**config.mk**
```make
export PLATFORM = sky130hd
export DESIGN_NAME = i2c_master_bit_engine_unit
export DESIGN_NICKNAME = d
export VERILOG_FILES = /design/src/rtl/core/i2cmbe_pkg.sv /design/src/rtl/core/i2c_master_bit_engine_unit.sv /design/src/rtl/core/i2cmbe_seq.sv /design/src/rtl/core/i2cmbe_res_buf.sv
export SDC_FILE = /design/constraint.sdc
export NUM_CORES = 1
export LEC_CHECK = 0
export BUFFER_PORTS_ARGS = -buffer_cell sky130_fd_sc_hd__clkbuf_2
export CAP_MARGIN = 20
export CORE_UTILIZATION = 35
export DETAILED_ROUTE_END_ITERATION = 8
export PLACE_DENSITY = 0.64
export SYNTH_ARGS = -nofsm -noshare
export SYNTH_HDL_FRONTEND = slang
export SYNTH_HIERARCHICAL = 1
export SYNTH_SLANG_ARGS = --single-unit
```
**constraint.sdc**
```tcl
create_clock -name clk_i -period 3.8 [get_ports clk_i]
set_clock_uncertainty 0.15 [all_clocks]
set_input_delay 0.57 -clock clk_i [delete_from_list [all_inputs] [get_ports clk_i]]
set_output_delay 0.57 -clock clk_i [all_outputs]
set_load 0.05 [all_outputs]
```
**src/rtl/core/i2cmbe_pkg.sv**
```systemverilog
// Shared types, codes and constants for the I2C master bit engine.
// Used by the sequencer, the result buffer and the top level; no dependencies.
`default_nettype none

package i2cmbe_pkg;

  // Command codes carried in the opcode field.
  typedef enum logic [2:0] {
    OpStart    = 3'd0,
    OpStop     = 3'd1,
    OpWrite    = 3'd2,
    OpReadAck  = 3'd3,
    OpReadNack = 3'd4
  } opcode_e;

  // Reset value of the ticks-per-phase register.
  localparam logic [7:0] PhaseTicksReset = 8'd5;

  // Phase counts per command.
  localparam logic [4:0] StartStopPhases = 5'd3;
  localparam logic [4:0] WritePhases     = 5'd27;
  localparam logic [4:0] ReadPhases      = 5'd19;

  // Landmarks inside the write and read sequences.
  localparam logic [4:0] WrDataPhases = 5'd24;  // eight bits of three phases
  localparam logic [4:0] WrAckRelease = 5'd24;  // SDA released for the ack clock
  localparam logic [4:0] WrAckHigh    = 5'd25;  // SCL high while the ack is sampled
  localparam logic [4:0] RdDataPhases = 5'd16;  // eight bits of two phases
  localparam logic [4:0] RdAckDrive   = 5'd16;  // master drives ACK or NACK
  localparam logic [4:0] RdAckHigh    = 5'd17;
  localparam logic [1:0] WrSubLast    = 2'd2;   // last of three phases of a bit
  localparam logic [3:0] BitsPerByte  = 4'd8;

  // One input word: one tick of the bus sequencer.
  typedef struct packed {
    logic       cmd_valid;
    logic [2:0] opcode;
    logic [7:0] tx_byte;
    logic       sda_sample;
  } cmd_t;

  // One result word: bus levels and status after the tick.
  typedef struct packed {
    logic       scl_level;
    logic       sda_level;
    logic       sda_drive;
    logic       busy_res;
    logic       done_res;
    logic [7:0] rx_byte;
    logic       ack_missing;
  } res_t;

  // Number of phases making up a command.
  function automatic logic [4:0] phase_total(input logic [2:0] op);
    logic [4:0] r;
    if (op == OpWrite) begin
      r = WritePhases;
    end else if (op == OpReadAck || op == OpReadNack) begin
      r = ReadPhases;
    end else begin
      r = StartStopPhases;
    end
    return r;
  endfunction

endpackage

`default_nettype wire

```
**src/rtl/core/i2c_master_bit_engine_unit.sv**
```systemverilog
// I2C master bit engine: every accepted word is one bus tick and yields one result word.
// Each result word is formed combinationally and registered in the result buffer.
// Throughput: one word per cycle, one sequencer step per accepted word; input is held
// off only when both result buffer entries are waiting to be taken.
// Reset (rst_ni low, asynchronous): bus idle with SCL low, SDA high and driven,
// not busy, buffer empty, ticks per phase back to 5.
`default_nettype none

module i2c_master_bit_engine_unit (
  input  wire logic              clk_i,
  input  wire logic              rst_ni,
  input  wire logic              cfg_we_i,
  input  wire logic [7:0]        cfg_wdata_i,
  input  wire logic              in_valid_i,
  output logic                   in_ready_o,
  input  wire i2cmbe_pkg::cmd_t  in_data_i,
  output logic                   out_valid_o,
  input  wire logic              out_ready_i,
  output i2cmbe_pkg::res_t       out_data_o
);

  logic [7:0]       phase_ticks_q;
  logic             accept;
  logic             buf_full;
  i2cmbe_pkg::res_t step_res;

  assign in_ready_o = !buf_full;
  assign accept     = in_valid_i && in_ready_o;

  // Ticks-per-phase register.
  always_ff @(posedge clk_i or negedge rst_ni) begin
    if (!rst_ni) begin
      phase_ticks_q <= i2cmbe_pkg::PhaseTicksReset;
    end else if (cfg_we_i) begin
      phase_ticks_q <= cfg_wdata_i;
    end
  end

  // Bus sequencer.
  i2cmbe_seq u_seq (
    .clk_i         (clk_i),
    .rst_ni        (rst_ni),
    .step_i        (accept),
    .phase_ticks_i (phase_ticks_q),
    .cmd_i         (in_data_i),
    .res_o         (step_res)
  );

  // Result buffer.
  i2cmbe_res_buf u_res_buf (
    .clk_i       (clk_i),
    .rst_ni      (rst_ni),
    .push_i      (accept),
    .push_data_i (step_res),
    .full_o      (buf_full),
    .out_valid_o (out_valid_o),
    .out_ready_i (out_ready_i),
    .out_data_o  (out_data_o)
  );

  // A completed command never reports busy in the same word.
  assert property (@(posedge clk_i) disable iff (!rst_ni)
    out_valid_o |-> !(out_data_o.done_res && out_data_o.busy_res))
    else $error("done and busy reported together");

  // An accepted word always leaves a result waiting in the next cycle.
  assert property (@(posedge clk_i) disable iff (!rst_ni)
    accept |=> out_valid_o)
    else $error("accepted word produced no result");

  // Input is held off only while results are waiting.
  assert property (@(posedge clk_i) disable iff (!rst_ni)
    !in_ready_o |-> out_valid_o)
    else $error("input stalled with an empty result buffer");

  // A done pulse never appears in two consecutive results.
  assert property (@(posedge clk_i) disable iff (!rst_ni)
    (accept && step_res.done_res) |=> !(accept && step_res.done_res))
    else $error("done pulse longer than one tick");

endmodule

`default_nettype wire

```
**src/rtl/core/i2cmbe_seq.sv**
```systemverilog
// Phase sequencer of the I2C master bit engine: holds the bus state and
// advances it by one tick per accepted word. Depends on i2cmbe_pkg.
`default_nettype none

module i2cmbe_seq (
  input  wire logic              clk_i,
  input  wire logic              rst_ni,
  input  wire logic              step_i,
  input  wire logic [7:0]        phase_ticks_i,
  input  wire i2cmbe_pkg::cmd_t  cmd_i,
  output i2cmbe_pkg::res_t       res_o
);

  // Bus line levels held between phases.
  typedef struct packed {
    logic scl;
    logic sda;
    logic drive;
  } lvl_t;

  // Levels that the start of a phase sets; anything not named is held.
  function automatic lvl_t set_lvl(input logic [2:0] op, input logic [4:0] p,
                                   input logic [1:0] sub, input logic msb,
                                   input lvl_t cur);
    lvl_t r;
    r = cur;
    if (op == i2cmbe_pkg::OpStart) begin
      r.drive = 1'b1;
      if (p == 5'd0) begin
        r.scl = 1'b1;
        r.sda = 1'b1;
      end else if (p == 5'd1) begin
        r.sda = 1'b0;
      end else begin
        r.scl = 1'b0;
      end
    end else if (op == i2cmbe_pkg::OpStop) begin
      r.drive = 1'b1;
      if (p == 5'd0) begin
        r.scl = 1'b0;
        r.sda = 1'b0;
      end else if (p == 5'd1) begin
        r.scl = 1'b1;
      end else begin
        r.sda = 1'b1;
      end
    end else if (op == i2cmbe_pkg::OpWrite) begin
      if (p < i2cmbe_pkg::WrDataPhases) begin
        r.drive = 1'b1;
        if (sub == 2'd0) begin
          r.scl = 1'b0;
          r.sda = msb;
        end else if (sub == 2'd1) begin
          r.scl = 1'b1;
        end else begin
          r.scl = 1'b0;
        end
      end else if (p == i2cmbe_pkg::WrAckRelease) begin
        r.drive = 1'b0;
        r.sda   = 1'b1;
        r.scl   = 1'b0;
      end else if (p == i2cmbe_pkg::WrAckHigh) begin
        r.scl = 1'b1;
      end else begin
        r.scl = 1'b0;
      end
    end else begin
      if (p < i2cmbe_pkg::RdDataPhases) begin
        r.drive = 1'b0;
        r.sda   = 1'b1;
        r.scl   = p[0];
      end else if (p == i2cmbe_pkg::RdAckDrive) begin
        r.drive = 1'b1;
        r.scl   = 1'b0;
        r.sda   = (op == i2cmbe_pkg::OpReadNack);
      end else if (p == i2cmbe_pkg::RdAckHigh) begin
        r.scl = 1'b1;
      end else begin
        r.scl = 1'b0;
      end
    end
    return r;
  endfunction

  logic [2:0] op_q, op_d;
  logic [4:0] phase_q, phase_d;
  logic [1:0] sub_q, sub_d;
  logic [7:0] tick_q, tick_d;
  logic [7:0] shift_q, shift_d;
  logic [3:0] bit_q, bit_d;
  lvl_t       lvl_q, lvl_d;
  logic       busy_q, busy_d;
  logic       ack_q, ack_d;
  logic [7:0] rx_q, rx_d;
  logic       done;

  logic [7:0] limit;
  logic [7:0] tick_inc;
  logic [4:0] phase_nxt;
  logic [1:0] sub_nxt;
  logic [3:0] bit_inc;
  logic       is_read;

  assign limit     = (phase_ticks_i == 8'd0) ? 8'd1 : phase_ticks_i;
  assign tick_inc  = tick_q + 8'd1;
  assign phase_nxt = phase_q + 5'd1;
  assign sub_nxt   = (sub_q == i2cmbe_pkg::WrSubLast) ? 2'd0 : sub_q + 2'd1;
  assign bit_inc   = bit_q + 4'd1;
  assign is_read   = (op_q == i2cmbe_pkg::OpReadAck) || (op_q == i2cmbe_pkg::OpReadNack);

  // Next state for one tick: command launch when idle, phase timing when busy.
  always_comb begin
    op_d    = op_q;
    phase_d = phase_q;
    sub_d   = sub_q;
    tick_d  = tick_q;
    shift_d = shift_q;
    bit_d   = bit_q;
    lvl_d   = lvl_q;
    busy_d  = busy_q;
    ack_d   = ack_q;
    rx_d    = rx_q;
    done    = 1'b0;
    if (!busy_q) begin
      if (cmd_i.cmd_valid && (cmd_i.opcode <= i2cmbe_pkg::OpReadNack)) begin
        op_d    = cmd_i.opcode;
        phase_d = 5'd0;
        sub_d   = 2'd0;
        tick_d  = 8'd0;
        bit_d   = 4'd0;
        shift_d = (cmd_i.opcode == i2cmbe_pkg::OpWrite) ? cmd_i.tx_byte : 8'd0;
        busy_d  = 1'b1;
        lvl_d   = set_lvl(cmd_i.opcode, 5'd0, 2'd0, shift_d[7], lvl_q);
      end
    end else begin
      tick_d = tick_inc;
      if (tick_inc >= limit) begin
        tick_d = 8'd0;
        // Work done as the current phase ends: shift a bit or take the ack.
        if (op_q == i2cmbe_pkg::OpWrite) begin
          if ((phase_q < i2cmbe_pkg::WrDataPhases) && (sub_q == i2cmbe_pkg::WrSubLast)) begin
            shift_d = {shift_q[6:0], 1'b0};
            bit_d   = bit_inc;
          end else if (phase_q == i2cmbe_pkg::WrAckHigh) begin
            ack_d = cmd_i.sda_sample;
          end
        end else if (is_read) begin
          if ((phase_q < i2cmbe_pkg::RdDataPhases) && phase_q[0]) begin
            shift_d = {shift_q[6:0], cmd_i.sda_sample};
            bit_d   = bit_inc;
            if (bit_inc == i2cmbe_pkg::BitsPerByte) begin
              rx_d = shift_d;
            end
          end
        end
        // Move to the next phase or finish the command.
        if (phase_nxt >= i2cmbe_pkg::phase_total(op_q)) begin
          busy_d  = 1'b0;
          done    = 1'b1;
          phase_d = 5'd0;
        end else begin
          phase_d = phase_nxt;
          sub_d   = sub_nxt;
          lvl_d   = set_lvl(op_q, phase_nxt, sub_nxt, shift_d[7], lvl_q);
        end
      end
    end
  end

  // Result word for this tick, taken from the next state.
  always_comb begin
    res_o.scl_level   = lvl_d.scl;
    res_o.sda_level   = lvl_d.sda;
    res_o.sda_drive   = lvl_d.drive;
    res_o.busy_res    = busy_d;
    res_o.done_res    = done;
    res_o.rx_byte     = rx_d;
    res_o.ack_missing = ack_d;
  end

  // State registers advance only on an accepted word.
  always_ff @(posedge clk_i or negedge rst_ni) begin
    if (!rst_ni) begin
      op_q    <= 3'd0;
      phase_q <= 5'd0;
      sub_q   <= 2'd0;
      tick_q  <= 8'd0;
      shift_q <= 8'd0;
      bit_q   <= 4'd0;
      lvl_q   <= '{scl: 1'b0, sda: 1'b1, drive: 1'b1};
      busy_q  <= 1'b0;
      ack_q   <= 1'b0;
      rx_q    <= 8'd0;
    end else if (step_i) begin
      op_q    <= op_d;
      phase_q <= phase_d;
      sub_q   <= sub_d;
      tick_q  <= tick_d;
      shift_q <= shift_d;
      bit_q   <= bit_d;
      lvl_q   <= lvl_d;
      busy_q  <= busy_d;
      ack_q   <= ack_d;
      rx_q    <= rx_d;
    end
  end

endmodule

`default_nettype wire

```
**src/rtl/core/i2cmbe_res_buf.sv**
```systemverilog
// Two-entry result buffer of the I2C master bit engine, so that a word can be
// taken while the previous result still waits. Depends on i2cmbe_pkg.
`default_nettype none

module i2cmbe_res_buf (
  input  wire logic              clk_i,
  input  wire logic              rst_ni,
  input  wire logic              push_i,
  input  wire i2cmbe_pkg::res_t  push_data_i,
  output logic                   full_o,
  output logic                   out_valid_o,
  input  wire logic              out_ready_i,
  output i2cmbe_pkg::res_t       out_data_o
);

  i2cmbe_pkg::res_t mem_q [2];
  logic             wr_ptr_q, rd_ptr_q;
  logic [1:0]       cnt_q;
  logic             pop;

  assign full_o      = (cnt_q == 2'd2);
  assign out_valid_o = (cnt_q != 2'd0);
  assign out_data_o  = mem_q[rd_ptr_q];
  assign pop         = out_valid_o && out_ready_i;

  // Payload storage, no reset needed.
  always_ff @(posedge clk_i) begin
    if (push_i) begin
      mem_q[wr_ptr_q] <= push_data_i;
    end
  end

  // Pointers and fill level.
  always_ff @(posedge clk_i or negedge rst_ni) begin
    if (!rst_ni) begin
      wr_ptr_q <= 1'b0;
      rd_ptr_q <= 1'b0;
      cnt_q    <= 2'd0;
    end else begin
      if (push_i) begin
        wr_ptr_q <= ~wr_ptr_q;
      end
      if (pop) begin
        rd_ptr_q <= ~rd_ptr_q;
      end
      if (push_i && !pop) begin
        cnt_q <= cnt_q + 2'd1;
      end else if (pop && !push_i) begin
        cnt_q <= cnt_q - 2'd1;
      end
    end
  end

endmodule

`default_nettype wire

```
==> flow_metrics.py, run 1 <==
metrics = {
    "timing": {
        "setup_slack_ns": 0.325,
        "rsz0062_at_grt": "false",
        "hold_viol": 0,
        "fin_setup_tns_ns": 0,
        "slew_headroom_pct": 45.8,
        "tightestPinTransition_ns": 0.814,
        "finalMaxSlewViolations": 0,
        "fin_crit_sh_pct": 91.4,
        "setup_viol": 0,
        "fmax_ghz": 0.288,
        "finalCriticalPeriod_ns": 3.48,
    },
    "synth": {
        "yosysTopAreaCell": "dfrtp_1",
        "synth_flop_cell": "dfrtp_1",
        "syn_area_mm2": 0.00481,
        "async_flop_share_pct": 66.3,
        "syn_inst": 412,
        "synth_top_cell_area_share_pct": 26.6,
        "synth_edf_count": 28,
        "ys_ff_latch": 83,
        "ys_seq_area_share_pct": 46.2,
        "netlist_top_cells_area": "dfrtp_1 (27%), edfxtp_1 (17%), mux2_4 (7.8%), mux2_2 (6.8%), ha_1 (4.7%)",
        "syn_nets": 456,
        "avgSynthCellArea_um2": 11.7,
        "ys_warn_count": 6,
        "ys_types": 69,
    },
    "global_routing": {
        "grt_pass1_wl_um": 17300,
        "grt_pass1_vias": 3391,
        "track_usage_pct": 15.3,
        "grt.overflow.total": 0,
        "antenna_found_initial": 0,
        "grt_max_degree": 32,
    },
    "final_layout": {
        "n_fill_cell": 1268,
        "seq_area_mm2": 0.00222,
        "fin_util_pct": 40.6,
        "layout_commonest_cell": "dfrtp_1",
        "diodes": 0,
        "drive_above_1_share_pct": 31.1,
        "multiInputGateArea_mm2": 0.00232,
        "final_cell_mix": "dfrtp_1 (51), clkbuf_2 (41), mux2_2 (29)",
        "synthToLayoutAreaGrowth_pct": 12.4,
        "finalNetCount": 493,
    },
    "setup_path": {
        "crit-reg2reg-launch": "u_seq/tick_q[0]",
        "path_buf_inv": 0,
        "critical_path.top_delay_family": "compound AO/OA/AOI/OAI gates",
        "cp.required_ns": 3.87,
        "rrSetupSlack_ns": 0.32,
        "critical_path.startpoint": "u_seq/tick_q[0]",
        "timing.rr.end": "u_seq/bit_q[3]",
        "end_kind": "flop",
        "start_kind": "flop",
        "slowest_delay_ns": 0.48,
        "r2r_cells": 11,
        "crit_path_top_delay_cell": "a21o_1",
        "arrival_ns": 3.54,
        "crit_type": "reg2reg",
        "crit_path_cell_trace": "and3_1 > nand3_1 > xnor2_1 > ha_1 > a2111oi_0 > nand2_1 > a21oi_1 > nor2_2 > nand2_2 > a21o_1 > mux2_4",
        "endpoint": "u_seq/bit_q[3]",
        "path_depth": 11,
        "cp_max_fo": 10,
    },
    "floorplan": {
        "start_util_pct": 36.1,
        "die_w_um": 119,
        "core_mm2": 0.0133,
        "rows": 42,
        "die_area_mm2": 0.0142,
        "ioPinCount": 42,
        "die_y_um": 119,
    },
    "place": {
        "place_hpwl_um": 7500,
        "dp_slack_ns": 0.350,
        "numPortBuffers": 41,
        "routabilityCongestion": 0.879,
    },
    "pwr": {
        "p_leak_nw": 2.40,
        "irDropWorstVdd_uv": 260,
        "p_per_area_mw_per_mm2": 694,
    },
    "routing": {
        "route.antenna.remaining_nets": 0,
        "drc": 0,
        "drt-vias-per-instance": 5.28,
        "firstDrtPassIters": 6,
        "drtIter0Drc": 316,
        "vias": 3324,
        "routed_wl_um": 10100,
        "routedWlPerCell_um": 16.0,
    },
    "hold_path": {
        "hp-class": "in2async",
    },
    "clock_tree": {
        "path_clk_slew_ns": 0.06,
        "cts.sinks": 83,
        "clk_latency_ns": 0.33,
        "cts_tree": "done",
        "clockRootBuffer": "clkbuf_16",
        "cts_max_path_buffers": 2,
        "cts_hold_buffers": 0,
        "cts_resized": 0,
        "cts_buffers": 9,
        "htreeDepth": 3,
        "post_cts_buffers": 0,
    },
    "run_status": {
        "outcome": "complete, no violations",
    },
    "job": {
        "drv_cap": 0,
    },
}
-- registers in the layout (all words and copies together), names as in the netlist --
register	count
u_seq/bit_q	4
u_seq/op_q	3
u_seq/phase_q	5
u_seq/sub_q	2
u_res_buf/mem_q	28
u_res_buf/cnt_q	2
u_seq/busy_q	1
phase_ticks_q	8
u_seq/tick_q	8
u_res_buf/rd_ptr_q	1
u_seq/ack_q	1
u_seq/lvl_q	3
u_seq/shift_q	8
u_seq/rx_q	8
u_res_buf/wr_ptr_q	1
-- metal layers --
layer	up-vias	GRT usage, %	share of wire [%]
met3	20	3.16	4.7
met5	-	0	0
met2	102	23.9	46
met4	0	5.06	1.5
met1	1606	21.1	48
li1	1596	-	-
-- cell usage after synthesis, drive strengths merged (5+ instances only) --
| master | n |
|---|---|
| a22o | 8 |
| a31oi | 5 |
| xor2 | 8 |
| nand2 | 30 |
| and2 | 5 |
| xnor2 | 7 |
| edfxtp | 28 |
| inv | 20 |
| dfrtp | 51 |
| nor2b | 6 |
| ha | 18 |
| clkbuf | 5 |
| o21ai | 21 |
| and3 | 6 |
| a21oi | 15 |
| buf | 17 |
| mux2 | 54 |
| nand3 | 15 |
| a32o | 8 |
| nor2 | 21 |
-- where the power goes --
group	switching [W]	internal (W)
logic	0.000903	0.000576
registers	0.000249	0.00117
clock network	0.000392	0.000462
total	0.00154	0.00221
-- cell families after synthesis --
| group | synth area share [%] |
|---|---|
| muxes | 15.4 |
| DFF | 46.2 |
| AOI/OAI and AO/OA | 13.5 |
| and+or+nand+nor | 12.0 |
| xor gates and xnor gates | 2.73 |
| buffers and inverters | 5.47 |
| adders and majority gates | 4.69 |
-- worst min-delay path by stage --
stage | from | depth (start not counted) | slack, ns | end
2_1_floorplan | rst_ni | 0 | 0.12 | phase_ticks_q[1]
3_3_place_gp | u_res_buf/wr_ptr_q | 1 | 0.32 | u_res_buf/wr_ptr_q
3_5_place_dp | u_res_buf/cnt_q[1] | 1 | 0.33 | u_res_buf/cnt_q[1]
4_1_cts | rst_ni | 1 | 0.19 | phase_ticks_q[5]
5_1_grt | rst_ni | 1 | 0.22 | phase_ticks_q[5]
6_report | rst_ni | 1 | 0.17 | phase_ticks_q[5]
-- stage by stage --
step	cells	total power (W)	instance area (µm²)	hold slack (ns)
after floorplan	412	0.00261	4810	0.124
after global placement	614	0.00288	5100	0.319
after detailed placement	614	0.00291	5100	0.330
after CTS	630	0.00378	5400	0.194
after global routing	630	0.00399	5400	0.222
final	630	0.00375	5400	0.168
-- cell type report --
class	count	share of cell area (%)
multi-input cells	286	43.0
flip-flops and latches	83	41.1
repair buffers	49	4.91
clock buffers	9	4.17
well taps	176	4.08
inverters	20	1.39
clock inverters	7	1.34
Note: power is estimated with default switching activity, not from simulation.
==> inputs of run 2 (changes only) <==
--- a/config.mk
+++ b/config.mk
@@ -9,6 +9,7 @@
 export CAP_MARGIN = 20
 export CORE_UTILIZATION = 35
 export DETAILED_ROUTE_END_ITERATION = 8
+export MAX_ROUTING_LAYER = met4
 export PLACE_DENSITY = 0.64
 export SYNTH_ARGS = -nofsm -noshare
 export SYNTH_HDL_FRONTEND = slang
==> constraint.sdc (replaced) <==
create_clock -name clk_i -period 3.88 [get_ports clk_i]
set_clock_uncertainty 0.15 [all_clocks]
set_input_delay 0.582 -clock clk_i [delete_from_list [all_inputs] [get_ports clk_i]]
set_output_delay 0.582 -clock clk_i [all_outputs]
set_load 0.05 [all_outputs]
==> run 2 against run 1 <==
- routed wire length down 1.7%
- maximum frequency down 0.40%
- critical path depth is the same
- cell count did not move
- total power grew 0.28%
- non-clock buffer count unchanged
- core utilization increased by 0.23 points
- sequential power shrank 3%
- final area increased by 0.56%
==> flow_metrics.py, run 2 (synthesis gave the netlist of run 1 again) <==
metrics = {
    "timing": {
        "tightestPinTransition_ns": 0.790,
        "hold_viol": 0,
        "fin_crit_sh_pct": 89.9,
        "finalMaxSlewViolations": 0,
        "setup_viol": 0,
        "fmax_ghz": 0.287,
        "finalCriticalPeriod_ns": 3.49,
        "slew_headroom_pct": 47.3,
        "fin_setup_tns_ns": 0,
        "rsz0062_at_grt": "false",
        "fin_hold_ws_ns": 0.151,
    },
    "setup_path": {
        "cp_max_fo": 11,
        "end_kind": "flop",
        "endpoint": "u_res_buf/mem_q[0][11]",
        "timing.rr.end": "u_res_buf/mem_q[0][11]",
        "critical_path.startpoint": "u_seq/phase_q[0]",
        "r2r_cells": 11,
        "crit-reg2reg-launch": "u_seq/phase_q[0]",
        "cp.required_ns": 3.80,
        "arrival_ns": 3.41,
        "rrSetupSlack_ns": 0.39,
        "start_kind": "flop",
        "crit_type": "reg2reg",
    },
    "global_routing": {
        "grtUsageMet1_pct": 20.2,
        "antenna_found_initial": 0,
        "track_usage_pct": 15.1,
        "grt_max_degree": 29,
        "met3_usage_pct": 3.11,
        "grt.overflow.total": 0,
        "grt_pass1_wl_um": 16700,
        "top_usage_layer": "met2",
        "use_met2_pct": 23.2,
        "grt_pass1_vias": 3332,
    },
    "routing": {
        "firstDrtPassIters": 4,
        "route.antenna.remaining_nets": 0,
        "routed_wl_um": 9930,
        "drt-vias-per-instance": 5.28,
        "drtIter0Drc": 182,
        "drc": 0,
        "vias": 3329,
        "routedWlPerCell_um": 15.8,
    },
    "clock_tree": {
        "path_clk_slew_ns": 0.07,
        "clockRootBuffer": "clkbuf_16",
        "cts_hold_buffers": 0,
        "cts_tree": "done",
        "htreeDepth": 3,
        "cts_resized": 0,
        "post_cts_buffers": 0,
        "cts_buffers": 9,
        "clk_latency_ns": 0.33,
        "cts.sinks": 83,
        "cts_max_path_buffers": 2,
    },
    "final_layout": {
        "design_area_mm2": 0.00543,
        "stdcell_count": 630,
        "finalNetCount": 493,
        "largest_register_ffs": 28,
        "diodes": 0,
        "synthToLayoutAreaGrowth_pct": 13.0,
        "n_fill_cell": 1245,
        "layout_commonest_cell": "dfrtp_1",
        "fin_util_pct": 40.9,
        "final_cell_mix": "dfrtp_1 (51), clkbuf_2 (41), mux2_2 (29)",
        "regMostFlops": "u_res_buf/mem_q",
        "drive_above_1_share_pct": 31.1,
    },
    "place": {
        "placed_cells": 614,
        "dpl_cell_area_mm2": 0.00510,
        "numPortBuffers": 41,
        "place_hpwl_um": 7320,
        "routabilityCongestion": 0.921,
    },
    "job": {
        "drv_cap": 0,
    },
    "floorplan": {
        "start_util_pct": 36.1,
        "core_mm2": 0.0133,
        "ioPinCount": 42,
        "die_area_mm2": 0.0142,
        "die_w_um": 119,
        "die_y_um": 119,
        "rows": 42,
    },
    "pwr": {
        "p_leak_nw": 2.43,
        "p_per_area_mw_per_mm2": 692,
        "irDropWorstVdd_uv": 241,
    },
    "hold_path": {
        "hp-class": "in2async",
    },
    "run_status": {
        "outcome": "complete, no violations",
    },
}
==> run 2: changes by cell type in the layout (fill, tap and decap cells not counted), sizes merged <==
cell,change
clkinvlp,-3
bufinv,+2
inv,+1
==> run 2: metrics by stage <==
stage	total power [W]	worst slack (ns)
2_1_floorplan	0.00256	0.708
5_1_grt	0.00399	0.0626
3_3_place_gp	0.00282	0.529
4_1_cts	0.00379	0.397
3_5_place_dp	0.00284	0.430
6_report	0.00376	0.391
==> run 2: layout make-up <==
cell class	instances	area (µm²)	area share, %
Timing Repair Buffer	49	265	4.88
Clock inverter	7	103	1.89
Inverter	20	75.1	1.38
Tap cell	176	220	4.05
Clock buffer	9	225	4.15
Multi-Input combinational cell	286	2320	42.7
Sequential cell	83	2220	40.9
==> run 2: worst max-delay path: stages, from the launching register on <==
cell and delay [ns]:
dfrtp_1 0.53, ha_1 0.42, nand3_1 0.14, xor2_1 0.41
inv_1 0.15, ha_1 0.31, o21ai_0 0.07, a31oi_1 0.08
nor2_1 0.24, nand2_1 0.15, and3_1 0.24, a311o_1 0.34
==> run 2: layer usage <==
| layer | vias up | wire length (µm) |
|---|---|---|
| li1 | 1592 | - |
| met1 | 1620 | 4670 |
| met2 | 101 | 4530 |
| met3 | 16 | 589 |
| met4 | 0 | 139 |
| met5 | - | 0 |
==> run 2: how the worst min path moves through the flow <==
stage,startpoint,to,cells after the start
2_1_floorplan,rst_ni,phase_ticks_q[1],0
3_3_place_gp,u_res_buf/wr_ptr_q,u_res_buf/wr_ptr_q,1
3_5_place_dp,u_res_buf/wr_ptr_q,u_res_buf/wr_ptr_q,1
4_1_cts,rst_ni,phase_ticks_q[4],1
5_1_grt,rst_ni,phase_ticks_q[3],1
6_report,rst_ni,phase_ticks_q[3],1
==> run 2: power by group <==
| part | total, W | switching (W) | internal [W] |
|---|---|---|---|
| sequential | 0.00138 | 0.000236 | 0.00114 |
| clock | 0.000937 | 0.000363 | 0.000574 |
| combinational | 0.00144 | 0.000880 | 0.000564 |
| total | 0.00376 | 0.00148 | 0.00228 |
